File: src/rtl/core/bgca_pkg.sv
// Shared types and constants for the brick gather clamped address generator.
// No dependencies; used by every module in rtl/core.
package bgca_pkg;

   // default parameter values
   localparam int MaxVolumeEdgeDef = 4096;
   localparam int MaxBrickEdgeDef  = 4;

   // field widths fixed by the interface
   localparam int CoordW  = 13;
   localparam int VolW    = 13;
   localparam int BrickW  = 3;
   localparam int AddrW   = 36;
   localparam int IndexW  = 6;
   localparam int InsideW = 7;
   localparam int CsrAddrW = 5;
   localparam int CsrDataW = 32;

   // descriptor queue between front and back
   localparam int QueueDepth = 2;

   // register indexes (paddr[4:2])
   localparam logic [2:0] RegVolumeSizeX = 3'd0;
   localparam logic [2:0] RegVolumeSizeY = 3'd1;
   localparam logic [2:0] RegVolumeSizeZ = 3'd2;
   localparam logic [2:0] RegBrickSizeX  = 3'd3;
   localparam logic [2:0] RegBrickSizeY  = 3'd4;
   localparam logic [2:0] RegBrickSizeZ  = 3'd5;

   // effective (saturated) configuration
   typedef struct packed {
      logic [VolW-1:0]   sx;
      logic [VolW-1:0]   sy;
      logic [VolW-1:0]   sz;
      logic [BrickW-1:0] bx;
      logic [BrickW-1:0] by;
      logic [BrickW-1:0] bz;
   } cfg_type;

   // one classified brick request
   typedef struct packed {
      logic signed [CoordW-1:0] ox;
      logic signed [CoordW-1:0] oy;
      logic signed [CoordW-1:0] oz;
      logic [InsideW-1:0]       in_bounds;
   } desc_type;

endpackage

File: src/rtl/core/bgca_front.sv
// Front part: accepts brick requests and works out the inside voxel count.
// Depends on bgca_pkg; feeds bgca_queue.
module bgca_front (
   input  bgca_pkg::cfg_type                  cfg,
   input  logic                               req_valid,
   output logic                               req_stall,
   input  logic signed [bgca_pkg::CoordW-1:0] req_origin_x,
   input  logic signed [bgca_pkg::CoordW-1:0] req_origin_y,
   input  logic signed [bgca_pkg::CoordW-1:0] req_origin_z,
   input  logic                               q_full,
   output logic                               q_push,
   output bgca_pkg::desc_type                 q_desc
);

   // voxels of one axis inside [0, size)
   function automatic logic [2:0] axis_inside(
      input logic signed [bgca_pkg::CoordW-1:0] o,
      input logic [bgca_pkg::BrickW-1:0]        e,
      input logic [bgca_pkg::VolW-1:0]          s
   );
      logic signed [14:0] ow;
      logic signed [14:0] oe;
      logic signed [14:0] sw;
      logic signed [14:0] lo;
      logic signed [14:0] hi;
      logic signed [14:0] diff;
      ow   = 15'(o);
      oe   = ow + $signed({12'b0, e});
      sw   = $signed({2'b0, s});
      lo   = (ow > 15'sd0) ? ow : 15'sd0;
      hi   = (oe < sw) ? oe : sw;
      diff = hi - lo;
      return (hi > lo) ? diff[2:0] : 3'd0;
   endfunction

   logic [2:0] ix;
   logic [2:0] iy;
   logic [2:0] iz;
   logic [5:0] pxy;

   always_comb begin
      ix  = axis_inside(req_origin_x, cfg.bx, cfg.sx);
      iy  = axis_inside(req_origin_y, cfg.by, cfg.sy);
      iz  = axis_inside(req_origin_z, cfg.bz, cfg.sz);
      pxy = {3'b0, ix} * {3'b0, iy};
      q_desc.ox        = req_origin_x;
      q_desc.oy        = req_origin_y;
      q_desc.oz        = req_origin_z;
      q_desc.in_bounds = {1'b0, pxy} * {4'b0, iz};
   end

   assign req_stall = q_full;
   assign q_push    = req_valid && !q_full;

endmodule

File: src/rtl/core/bgca_queue.sv
// Short descriptor queue that decouples the front from the back.
// Depends on bgca_pkg.
module bgca_queue (
   input  logic               clock,
   input  logic               reset,
   input  logic               push,
   input  bgca_pkg::desc_type push_desc,
   output logic               full,
   input  logic               pop,
   output logic               pop_valid,
   output bgca_pkg::desc_type pop_desc
);

   localparam int PtrW = (bgca_pkg::QueueDepth > 1) ? $clog2(bgca_pkg::QueueDepth) : 1;
   localparam int CntW = $clog2(bgca_pkg::QueueDepth + 1);

   bgca_pkg::desc_type entry_ff [bgca_pkg::QueueDepth];
   logic [PtrW-1:0] wr_ptr_ff, wr_ptr_in;
   logic [PtrW-1:0] rd_ptr_ff, rd_ptr_in;
   logic [CntW-1:0] count_ff, count_in;

   function automatic logic [PtrW-1:0] bump(input logic [PtrW-1:0] p);
      return (p == PtrW'(bgca_pkg::QueueDepth - 1)) ? '0 : p + PtrW'(1);
   endfunction

   assign full      = (count_ff == CntW'(bgca_pkg::QueueDepth));
   assign pop_valid = (count_ff != '0);
   assign pop_desc  = entry_ff[rd_ptr_ff];

   always_comb begin
      wr_ptr_in = push ? bump(wr_ptr_ff) : wr_ptr_ff;
      rd_ptr_in = pop ? bump(rd_ptr_ff) : rd_ptr_ff;
      count_in  = count_ff;
      if (push && !pop) begin
         count_in = count_ff + CntW'(1);
      end else if (pop && !push) begin
         count_in = count_ff - CntW'(1);
      end
   end

   always_ff @(posedge clock) begin
      if (reset) begin
         wr_ptr_ff <= '0;
         rd_ptr_ff <= '0;
         count_ff  <= '0;
      end else begin
         wr_ptr_ff <= wr_ptr_in;
         rd_ptr_ff <= rd_ptr_in;
         count_ff  <= count_in;
      end
   end

   always_ff @(posedge clock) begin
      if (push) begin
         entry_ff[wr_ptr_ff] <= push_desc;
      end
   end

endmodule

File: src/rtl/core/bgca_back.sv
// Back part: walks the brick voxels and computes clamped linear addresses.
// Depends on bgca_pkg; takes descriptors from bgca_queue.
module bgca_back (
   input  logic                                 clock,
   input  logic                                 reset,
   input  bgca_pkg::cfg_type                    cfg,
   input  logic                                 q_valid,
   input  bgca_pkg::desc_type                   q_desc,
   output logic                                 q_pop,
   output logic                                 rsp_valid,
   input  logic                                 rsp_stall,
   output logic [bgca_pkg::AddrW-1:0]           rsp_volume_address,
   output logic [bgca_pkg::IndexW-1:0]          rsp_brick_index,
   output logic [bgca_pkg::InsideW-1:0]         rsp_in_bounds_count,
   output logic                                 rsp_last_of_brick
);

   typedef struct packed {
      logic [bgca_pkg::VolW-1:0]    cx;
      logic [bgca_pkg::VolW-1:0]    cy;
      logic [bgca_pkg::VolW-1:0]    cz;
      logic [bgca_pkg::IndexW-1:0]  k;
      logic [bgca_pkg::InsideW-1:0] in_bounds;
      logic                         last;
   } s1_type;

   typedef struct packed {
      logic [bgca_pkg::VolW-1:0]    cx;
      logic [26:0]                  t;
      logic [bgca_pkg::IndexW-1:0]  k;
      logic [bgca_pkg::InsideW-1:0] in_bounds;
      logic                         last;
   } s2_type;

   function automatic logic [bgca_pkg::VolW-1:0] clamp(
      input logic signed [bgca_pkg::CoordW-1:0] o,
      input logic [1:0]                         d,
      input logic [bgca_pkg::VolW-1:0]          s
   );
      logic signed [13:0] v;
      v = 14'(o) + $signed({12'b0, d});
      if (v < 14'sd0) begin
         return '0;
      end else if (v >= $signed({1'b0, s})) begin
         return s - 13'd1;
      end
      return v[12:0];
   endfunction

   // sequencer
   logic               busy_ff, busy_in;
   bgca_pkg::desc_type cur_ff, cur_in;
   logic [1:0]         dx_ff, dx_in;
   logic [1:0]         dy_ff, dy_in;
   logic [1:0]         dz_ff, dz_in;
   logic [bgca_pkg::IndexW-1:0] k_ff, k_in;
   // pipeline
   logic   s1_valid_ff, s1_valid_in;
   s1_type s1_ff, s1_in;
   logic   s2_valid_ff, s2_valid_in;
   s2_type s2_ff, s2_in;
   logic   out_valid_ff, out_valid_in;
   logic [bgca_pkg::AddrW-1:0]   out_addr_ff, out_addr_in;
   logic [bgca_pkg::IndexW-1:0]  out_k_ff, out_k_in;
   logic [bgca_pkg::InsideW-1:0] out_inside_ff, out_inside_in;
   logic                         out_last_ff, out_last_in;

   logic        en;
   logic        issue;
   logic        end_x, end_y, end_z;
   logic        last0;
   logic        load;
   logic [25:0] prod_yz;
   logic [35:0] full_addr;

   always_comb begin
      en    = !out_valid_ff || !rsp_stall;
      issue = busy_ff && en;
      end_x = ({1'b0, dx_ff} == cfg.bx - 3'd1);
      end_y = ({1'b0, dy_ff} == cfg.by - 3'd1);
      end_z = ({1'b0, dz_ff} == cfg.bz - 3'd1);
      last0 = end_x && end_y && end_z;
      load  = q_valid && (!busy_ff || (issue && last0));
      q_pop = load;

      busy_in = busy_ff;
      cur_in  = cur_ff;
      dx_in   = dx_ff;
      dy_in   = dy_ff;
      dz_in   = dz_ff;
      k_in    = k_ff;
      if (load) begin
         busy_in = 1'b1;
         cur_in  = q_desc;
         dx_in   = '0;
         dy_in   = '0;
         dz_in   = '0;
         k_in    = '0;
      end else if (issue) begin
         if (last0) begin
            busy_in = 1'b0;
         end
         k_in = k_ff + 6'd1;
         if (!end_x) begin
            dx_in = dx_ff + 2'd1;
         end else begin
            dx_in = '0;
            if (!end_y) begin
               dy_in = dy_ff + 2'd1;
            end else begin
               dy_in = '0;
               dz_in = dz_ff + 2'd1;
            end
         end
      end
   end

   // stage 1: clamp; stage 2: cy + sy*cz; stage 3: cx + sx*t
   always_comb begin
      s1_valid_in = s1_valid_ff;
      s1_in       = s1_ff;
      s2_valid_in = s2_valid_ff;
      s2_in       = s2_ff;
      out_valid_in  = out_valid_ff;
      out_addr_in   = out_addr_ff;
      out_k_in      = out_k_ff;
      out_inside_in = out_inside_ff;
      out_last_in   = out_last_ff;
      prod_yz   = {13'b0, cfg.sy} * {13'b0, s1_ff.cz};
      full_addr = {23'b0, s2_ff.cx} + ({23'b0, cfg.sx} * {9'b0, s2_ff.t});
      if (en) begin
         s1_valid_in     = busy_ff;
         s1_in.cx        = clamp(cur_ff.ox, dx_ff, cfg.sx);
         s1_in.cy        = clamp(cur_ff.oy, dy_ff, cfg.sy);
         s1_in.cz        = clamp(cur_ff.oz, dz_ff, cfg.sz);
         s1_in.k         = k_ff;
         s1_in.in_bounds = cur_ff.in_bounds;
         s1_in.last      = last0;

         s2_valid_in     = s1_valid_ff;
         s2_in.cx        = s1_ff.cx;
         s2_in.t         = {14'b0, s1_ff.cy} + {1'b0, prod_yz};
         s2_in.k         = s1_ff.k;
         s2_in.in_bounds = s1_ff.in_bounds;
         s2_in.last      = s1_ff.last;

         out_valid_in  = s2_valid_ff;
         out_addr_in   = full_addr;
         out_k_in      = s2_ff.k;
         out_inside_in = s2_ff.in_bounds;
         out_last_in   = s2_ff.last;
      end
   end

   always_ff @(posedge clock) begin
      if (reset) begin
         busy_ff      <= 1'b0;
         s1_valid_ff  <= 1'b0;
         s2_valid_ff  <= 1'b0;
         out_valid_ff <= 1'b0;
      end else begin
         busy_ff      <= busy_in;
         s1_valid_ff  <= s1_valid_in;
         s2_valid_ff  <= s2_valid_in;
         out_valid_ff <= out_valid_in;
      end
   end

   always_ff @(posedge clock) begin
      cur_ff        <= cur_in;
      dx_ff         <= dx_in;
      dy_ff         <= dy_in;
      dz_ff         <= dz_in;
      k_ff          <= k_in;
      s1_ff         <= s1_in;
      s2_ff         <= s2_in;
      out_addr_ff   <= out_addr_in;
      out_k_ff      <= out_k_in;
      out_inside_ff <= out_inside_in;
      out_last_ff   <= out_last_in;
   end

   assign rsp_valid           = out_valid_ff;
   assign rsp_volume_address  = out_addr_ff;
   assign rsp_brick_index     = out_k_ff;
   assign rsp_in_bounds_count = out_inside_ff;
   assign rsp_last_of_brick   = out_last_ff;

endmodule

File: src/rtl/core/brick_gather_clamped_addresses.sv
// Top level of the brick gather clamped address generator: CSR block,
// front, descriptor queue and back. Depends on bgca_pkg, bgca_front,
// bgca_queue and bgca_back.
//
// Usage:
//  - req_ channel: one beat is a brick request, the signed corner
//    (origin_x, origin_y, origin_z). Accepted when req_valid && !req_stall.
//  - rsp_ channel: one beat per brick voxel, x fastest, then y, then z.
//    Each beat carries the clamp-to-edge linear address, the voxel's index
//    in the brick, the count of voxels inside the volume and a last flag.
//  - csr_ port: APB-style, six registers at byte address 4*i (volume sizes
//    x/y/z, brick edges x/y/z). pready is tied high. Write only while idle.
//  - Throughput: one voxel beat per cycle while the receiver does not stall,
//    so a brick gives bx*by*bz beats (64 at the reset sizes); the back
//    sequencer issues one voxel per cycle when not stalled and picks up the
//    next brick on the cycle of the last voxel, so bricks follow with no gap.
//  - A request beat passes the queue, the sequencer's descriptor register,
//    the clamp stage and the y/z multiply stage, then the x multiply into
//    the output register, before its first voxel beat.
//  - A two-entry queue holds requests while the back is busy; req_stall
//    rises only when it is full.
//  - When the receiver stalls, the output register and the whole back
//    pipeline hold; the front keeps taking requests until the queue fills.
//  - Reset (synchronous) empties the queue and pipeline and loads the
//    register defaults: volume 256^3, brick 4^3.
module brick_gather_clamped_addresses #(
   parameter int MAX_VOLUME_EDGE = bgca_pkg::MaxVolumeEdgeDef,
   parameter int MAX_BRICK_EDGE  = bgca_pkg::MaxBrickEdgeDef
) (
   input  logic                                clock,
   input  logic                                reset,
   // request channel
   input  logic                                req_valid,
   output logic                                req_stall,
   input  logic signed [bgca_pkg::CoordW-1:0]  req_origin_x,
   input  logic signed [bgca_pkg::CoordW-1:0]  req_origin_y,
   input  logic signed [bgca_pkg::CoordW-1:0]  req_origin_z,
   // result channel
   output logic                                rsp_valid,
   input  logic                                rsp_stall,
   output logic [bgca_pkg::AddrW-1:0]          rsp_volume_address,
   output logic [bgca_pkg::IndexW-1:0]         rsp_brick_index,
   output logic [bgca_pkg::InsideW-1:0]        rsp_in_bounds_count,
   output logic                                rsp_last_of_brick,
   // configuration port
   input  logic                                csr_psel,
   input  logic                                csr_penable,
   input  logic                                csr_pwrite,
   input  logic [bgca_pkg::CsrAddrW-1:0]       csr_paddr,
   input  logic [bgca_pkg::CsrDataW-1:0]       csr_pwdata,
   output logic [bgca_pkg::CsrDataW-1:0]       csr_prdata,
   output logic                                csr_pready
);

   // saturation limits; 17 bits holds the largest allowed volume edge
   localparam logic [16:0] MaxVol   = 17'(MAX_VOLUME_EDGE);
   localparam logic [2:0]  MaxBrick = 3'(MAX_BRICK_EDGE);

   // raw register values as written
   logic [bgca_pkg::VolW-1:0]   vol_x_ff, vol_x_in;
   logic [bgca_pkg::VolW-1:0]   vol_y_ff, vol_y_in;
   logic [bgca_pkg::VolW-1:0]   vol_z_ff, vol_z_in;
   logic [bgca_pkg::BrickW-1:0] brk_x_ff, brk_x_in;
   logic [bgca_pkg::BrickW-1:0] brk_y_ff, brk_y_in;
   logic [bgca_pkg::BrickW-1:0] brk_z_ff, brk_z_in;

   logic                        csr_write;
   logic [2:0]                  csr_index;
   bgca_pkg::cfg_type           cfg;

   logic                        q_push;
   logic                        q_full;
   logic                        q_pop;
   logic                        q_valid;
   bgca_pkg::desc_type          q_push_desc;
   bgca_pkg::desc_type          q_pop_desc;

   // zero is taken as 1, anything above the limit saturates
   function automatic logic [bgca_pkg::VolW-1:0] eff_volume(
      input logic [bgca_pkg::VolW-1:0] s
   );
      if (s == '0) begin
         return 13'd1;
      end else if ({4'b0, s} > MaxVol) begin
         return MaxVol[12:0];
      end
      return s;
   endfunction

   function automatic logic [bgca_pkg::BrickW-1:0] eff_brick(
      input logic [bgca_pkg::BrickW-1:0] s
   );
      if (s == '0) begin
         return 3'd1;
      end else if (s > MaxBrick) begin
         return MaxBrick;
      end
      return s;
   endfunction

   // ---------------- CSR block ----------------
   assign csr_pready = 1'b1;
   assign csr_write  = csr_psel && csr_penable && csr_pwrite && csr_pready;
   assign csr_index  = csr_paddr[4:2];

   always_comb begin
      vol_x_in = vol_x_ff;
      vol_y_in = vol_y_ff;
      vol_z_in = vol_z_ff;
      brk_x_in = brk_x_ff;
      brk_y_in = brk_y_ff;
      brk_z_in = brk_z_ff;
      if (csr_write) begin
         case (csr_index)
            bgca_pkg::RegVolumeSizeX: begin
               vol_x_in = csr_pwdata[12:0];
            end
            bgca_pkg::RegVolumeSizeY: begin
               vol_y_in = csr_pwdata[12:0];
            end
            bgca_pkg::RegVolumeSizeZ: begin
               vol_z_in = csr_pwdata[12:0];
            end
            bgca_pkg::RegBrickSizeX: begin
               brk_x_in = csr_pwdata[2:0];
            end
            bgca_pkg::RegBrickSizeY: begin
               brk_y_in = csr_pwdata[2:0];
            end
            bgca_pkg::RegBrickSizeZ: begin
               brk_z_in = csr_pwdata[2:0];
            end
            default: begin
               // unmapped index: write dropped
            end
         endcase
      end
   end

   always_ff @(posedge clock) begin
      if (reset) begin
         vol_x_ff <= 13'd256;
         vol_y_ff <= 13'd256;
         vol_z_ff <= 13'd256;
         brk_x_ff <= 3'd4;
         brk_y_ff <= 3'd4;
         brk_z_ff <= 3'd4;
      end else begin
         vol_x_ff <= vol_x_in;
         vol_y_ff <= vol_y_in;
         vol_z_ff <= vol_z_in;
         brk_x_ff <= brk_x_in;
         brk_y_ff <= brk_y_in;
         brk_z_ff <= brk_z_in;
      end
   end

   always_comb begin
      case (csr_index)
         bgca_pkg::RegVolumeSizeX: csr_prdata = {19'b0, vol_x_ff};
         bgca_pkg::RegVolumeSizeY: csr_prdata = {19'b0, vol_y_ff};
         bgca_pkg::RegVolumeSizeZ: csr_prdata = {19'b0, vol_z_ff};
         bgca_pkg::RegBrickSizeX:  csr_prdata = {29'b0, brk_x_ff};
         bgca_pkg::RegBrickSizeY:  csr_prdata = {29'b0, brk_y_ff};
         bgca_pkg::RegBrickSizeZ:  csr_prdata = {29'b0, brk_z_ff};
         default:                  csr_prdata = '0;
      endcase
   end

   // effective sizes seen by front and back
   always_comb begin
      cfg.sx = eff_volume(vol_x_ff);
      cfg.sy = eff_volume(vol_y_ff);
      cfg.sz = eff_volume(vol_z_ff);
      cfg.bx = eff_brick(brk_x_ff);
      cfg.by = eff_brick(brk_y_ff);
      cfg.bz = eff_brick(brk_z_ff);
   end

   // ---------------- datapath ----------------
   bgca_front u_front (
      .cfg          (cfg),
      .req_valid    (req_valid),
      .req_stall    (req_stall),
      .req_origin_x (req_origin_x),
      .req_origin_y (req_origin_y),
      .req_origin_z (req_origin_z),
      .q_full       (q_full),
      .q_push       (q_push),
      .q_desc       (q_push_desc)
   );

   bgca_queue u_queue (
      .clock     (clock),
      .reset     (reset),
      .push      (q_push),
      .push_desc (q_push_desc),
      .full      (q_full),
      .pop       (q_pop),
      .pop_valid (q_valid),
      .pop_desc  (q_pop_desc)
   );

   bgca_back u_back (
      .clock               (clock),
      .reset               (reset),
      .cfg                 (cfg),
      .q_valid             (q_valid),
      .q_desc              (q_pop_desc),
      .q_pop               (q_pop),
      .rsp_valid           (rsp_valid),
      .rsp_stall           (rsp_stall),
      .rsp_volume_address  (rsp_volume_address),
      .rsp_brick_index     (rsp_brick_index),
      .rsp_in_bounds_count (rsp_in_bounds_count),
      .rsp_last_of_brick   (rsp_last_of_brick)
   );

   // ---------------- assertions ----------------
   // in-bounds count can never exceed the largest brick
   a_inside_range: assert property (@(posedge clock) disable iff (reset)
      rsp_valid |-> (rsp_in_bounds_count <= 7'd64))
      else $error("in-bounds count above brick capacity");

   // within a brick the voxel beats come back to back with rising index
   a_index_step: assert property (@(posedge clock) disable iff (reset)
      (rsp_valid && !rsp_stall && !rsp_last_of_brick) |=>
         (rsp_valid && (rsp_brick_index == $past(rsp_brick_index) + 6'd1)))
      else $error("brick voxel sequence broken");

   // the beat after a last beat, if any, opens a new brick
   a_index_restart: assert property (@(posedge clock) disable iff (reset)
      (rsp_valid && !rsp_stall && rsp_last_of_brick) |=>
         (!rsp_valid || (rsp_brick_index == 6'd0)))
      else $error("new brick does not start at index zero");

endmodule
File: config.mk
export PLATFORM = sky130hd
export DESIGN_NAME = brick_gather_clamped_addresses
export DESIGN_NICKNAME = d
export VERILOG_FILES = /design/src/rtl/core/bgca_pkg.sv /design/src/rtl/core/bgca_front.sv /design/src/rtl/core/bgca_queue.sv /design/src/rtl/core/bgca_back.sv /design/src/rtl/core/brick_gather_clamped_addresses.sv
export SDC_FILE = /design/constraint.sdc
export NUM_CORES = 2
export LEC_CHECK = 0
export BUFFER_PORTS_ARGS = -buffer_cell sky130_fd_sc_hd__buf_2
export CORE_ASPECT_RATIO = 2
export CORE_MARGIN = 2
export CORE_UTILIZATION = 65
export CTS_CLUSTER_DIAMETER = 120
export DETAILED_ROUTE_END_ITERATION = 6
export PLACE_DENSITY = 0.84
export SLEW_MARGIN = 15
export SYNTH_ARGS = -nofsm -noshare
export SYNTH_HDL_FRONTEND = slang
export SYNTH_SLANG_ARGS = --single-unit
export TNS_END_PERCENT = 10
File: constraint.sdc
create_clock -name clock -period 21.6 [get_ports clock]
set_clock_uncertainty 0.15 [all_clocks]
set_input_delay 2.16 -clock clock [delete_from_list [all_inputs] [get_ports clock]]
set_output_delay 2.16 -clock clock [all_outputs]
set_load 0.01 [all_outputs]
==> results.py <==
metrics = {
    "status": {
        "status": "finished clean",
    },
    "placement": {
        "routabilityCongestion": 0.913,
        "post-place-ws_ns": 9.59,
        "placed_cell_area_mm2": 0.0379,
        "port_buffers": 126,
        "hpwl_mm": 70.2,
    },
    "yosys": {
        "ys_ff_latch": 363,
        "yosys_warnings": 0,
        "synthTopCellsByArea": "edfxtp_1, fa_1, ha_1",
        "yosys.area.top_type": "edfxtp_1",
        "synth_top_cells_by_count": "nand2_1, inv_1, fa_1",
        "synth-main-ff-cell": "edfxtp_1",
        "netlist_instances": 3729,
        "synthDistinctLibCells": 73,
        "async_flop_share_pct": 0,
        "yosysMostFrequentCell": "nand2_1",
        "netlist.area_leader.share_pct": 24.2,
        "avgSynthCellArea_um2": 9.81,
        "synth-edff-count": 295,
        "synth_area_mm2": 0.0366,
        "yosysSeqAreaShare_pct": 27.9,
    },
    "critical_path": {
        "crit_type": "primary input to flop",
        "worstPathRequired_ns": 21.76,
        "cp-end-kind": "flop",
        "cp_slowest_cell": "a2111oi_0",
        "crit_arrival_ns": 11.63,
        "path_max_fanout": 23,
        "startpoint_type": "primary input",
        "crit_path_max_incr_delay_ns": 0.79,
    },
    "die": {
        "die_w_um": 172,
        "io_pins": 168,
        "initial_core_util_pct": 65.3,
        "die-area_mm2": 0.0583,
        "fp-row-count": 123,
        "dieHeight_um": 340,
        "core-area_mm2": 0.0560,
    },
    "global_route": {
        "grt_pass1_wl_mm": 143,
        "first_global_vias": 29349,
        "gr-usage-all-layers_pct": 31.5,
        "grt.overflow.total": 0,
        "grt_max_degree": 155,
        "antenna_found_initial": 6,
    },
    "cts": {
        "root_buffer": "clkbuf_16",
        "cts_tree": "done",
        "numCtsBuffers": 35,
        "cts.repair.resized": 0,
        "cts_sinks": 363,
        "htree_levels": 2,
        "clkTransAtPathRegs_ns": 0.07,
        "post-cts-setup-buffers": 0,
        "cts_hold_buf": 0,
        "clk_latency_ns": 0.58,
        "cts_max_path_buffers": 3,
    },
    "routing": {
        "drt-pass1-iter-count": 6,
        "drcViolationCount": 0,
        "via_per_inst": 5.95,
        "wl_mm": 89.4,
        "wl_per_cell_um": 19.6,
        "vias": 27073,
        "antenna_left": 0,
        "drt_iter0_markers": 1584,
    },
    "power": {
        "p_per_area_mw_per_mm2": 76.8,
        "vdd_drop_max_uv": 75.0,
        "p_total_mw": 3.00,
        "p_leak_nw": 18.1,
    },
    "sta": {
        "grt_setup_unrepaired": "false",
        "min_period_ns": 11.47,
        "final_max_slew_viol_count": 0,
        "slew-limit-headroom_pct": 31.7,
        "worstMarginPinSlew_ns": 1.02,
        "tns_ns": 0,
        "setup_ws_ns": 10.13,
        "hold_slack_ns": 0.266,
        "clock.fmax_mhz": 87.2,
        "finalHoldViolations": 0,
        "setup_violations": 0,
        "fin_crit_sh_pct": 53.1,
    },
    "job": {
        "cap_viol_max_count": 0,
    },
    "finish": {
        "syn2layout_area_growth_pct": 6.66,
        "final_area_mm2": 0.0390,
        "drive_gt1_share_pct": 8.13,
        "nets": 4631,
    },
    "worst_hold_path": {
        "hold_path.class": "flop to flop",
    },
}
==> layout make-up <==
class,count,area [um2]
Antenna cell,1,2.50
Clock buffer,38,887
Clock inverter,26,290
Fill cell,4191,17000
Inverter,538,2020
Multi-Input combinational cell,2676,23800
Sequential cell,363,10200
Tap cell,750,938
Timing Repair Buffer,161,906
==> layer usage <==
| metal | track usage (%) | wire, um | up-vias |
|---|---|---|---|
| met5 | 0 | 42 | - |
| li1 | - | - | 12186 |
| met4 | 24.9 | 8170 | 6 |
| met2 | 58.8 | 47900 | 1138 |
| met1 | 30.3 | 28300 | 13248 |
| met3 | 4.09 | 4930 | 495 |
==> worst max-delay path: cells and delay by family <==
kind	cells	cell delay, ns
and+or+nand+nor	7	1.53
buffers and inverters	3	0.25
adders and majority gates	10	3.79
xor gates and xnor gates	4	0.73
AOI/OAI and AO/OA	12	3.17
==> path summary, 6_finish.rpt <==
path              slack, ns  cells past startpoint                        from                                  end
hold reg to reg        0.27                      0  u_back.s2_ff[13]$_DFFE_PP_  u_back.rsp_brick_index[5]$_DFFE_PP_
setup / recovery      10.13                     36             req_origin_y[0]     u_queue.entry_ff[0][6]$_DFFE_PP_
hold / removal         0.27                      0  u_back.s2_ff[13]$_DFFE_PP_  u_back.rsp_brick_index[5]$_DFFE_PP_
setup reg to reg      10.18                     40    brk_y_ff[2]$_SDFFE_PP1P_     u_queue.entry_ff[0][6]$_DFFE_PP_
==> placed cells by master, fill, tap and decap left out, types with 35 or more instances in the layout <==
cell and n:
a21o_1 52, a21oi_1 177, and2_1 135, buf_2 126, clkbuf_16 35, dfxtp_1 66
edfxtp_1 295, fa_1 426, ha_1 347, inv_1 538, mux2_2 51, mux2i_1 35
nand2_1 542, nand2b_1 54, nand3_1 55, nor2_1 208, nor2b_1 40, o21ai_0 46
xnor2_1 113, xor2_1 63
==> sequential cells by signal (all words and copies together) (netlist names), 6 cells and up <==
name	cells
u_back.rsp_volume_address	36
u_back.cur_ff	46
u_back.s1_ff	53
u_back.s2_ff	54
vol_y_ff	13
vol_z_ff	13
u_back.rsp_brick_index	6
u_back.rsp_in_bounds_count	7
u_back.k_ff	6
vol_x_ff	13
u_queue.entry_ff	92
==> metrics by stage <==
step	std cells	util [%]
after floorplan	3753	-
after global placement	4488	67.6
after detailed placement	4488	67.6
after CTS	4552	69.7
after global routing	4552	69.7
final	4553	69.7
==> kinds of logic (layout without fill, tap and decap cells) <==
logic type / count (synthesis) / count (layout) / synth area share [%]
adder cells (fa/ha/maj): 773 / 773 / 35.2
flip-flops: 363 / 363 / 27.9
AO/OA/AOI/OAI: 432 / 432 / 7.60
multiplexers: 86 / 86 / 2.53
AND/OR/NAND/NOR: 1183 / 1183 / 15.0
other: 2 / 27 / 0.0205
XOR/XNOR: 176 / 176 / 4.21
buffers and inverters: 714 / 763 / 7.55
==> report_power, final <==
group	total [mW]	internal [mW]	switching, mW
logic	1.10	0.449	0.646
clock network	0.643	0.344	0.299
registers	1.26	1.03	0.234
Note: power is estimated with default switching activity, not from simulation.
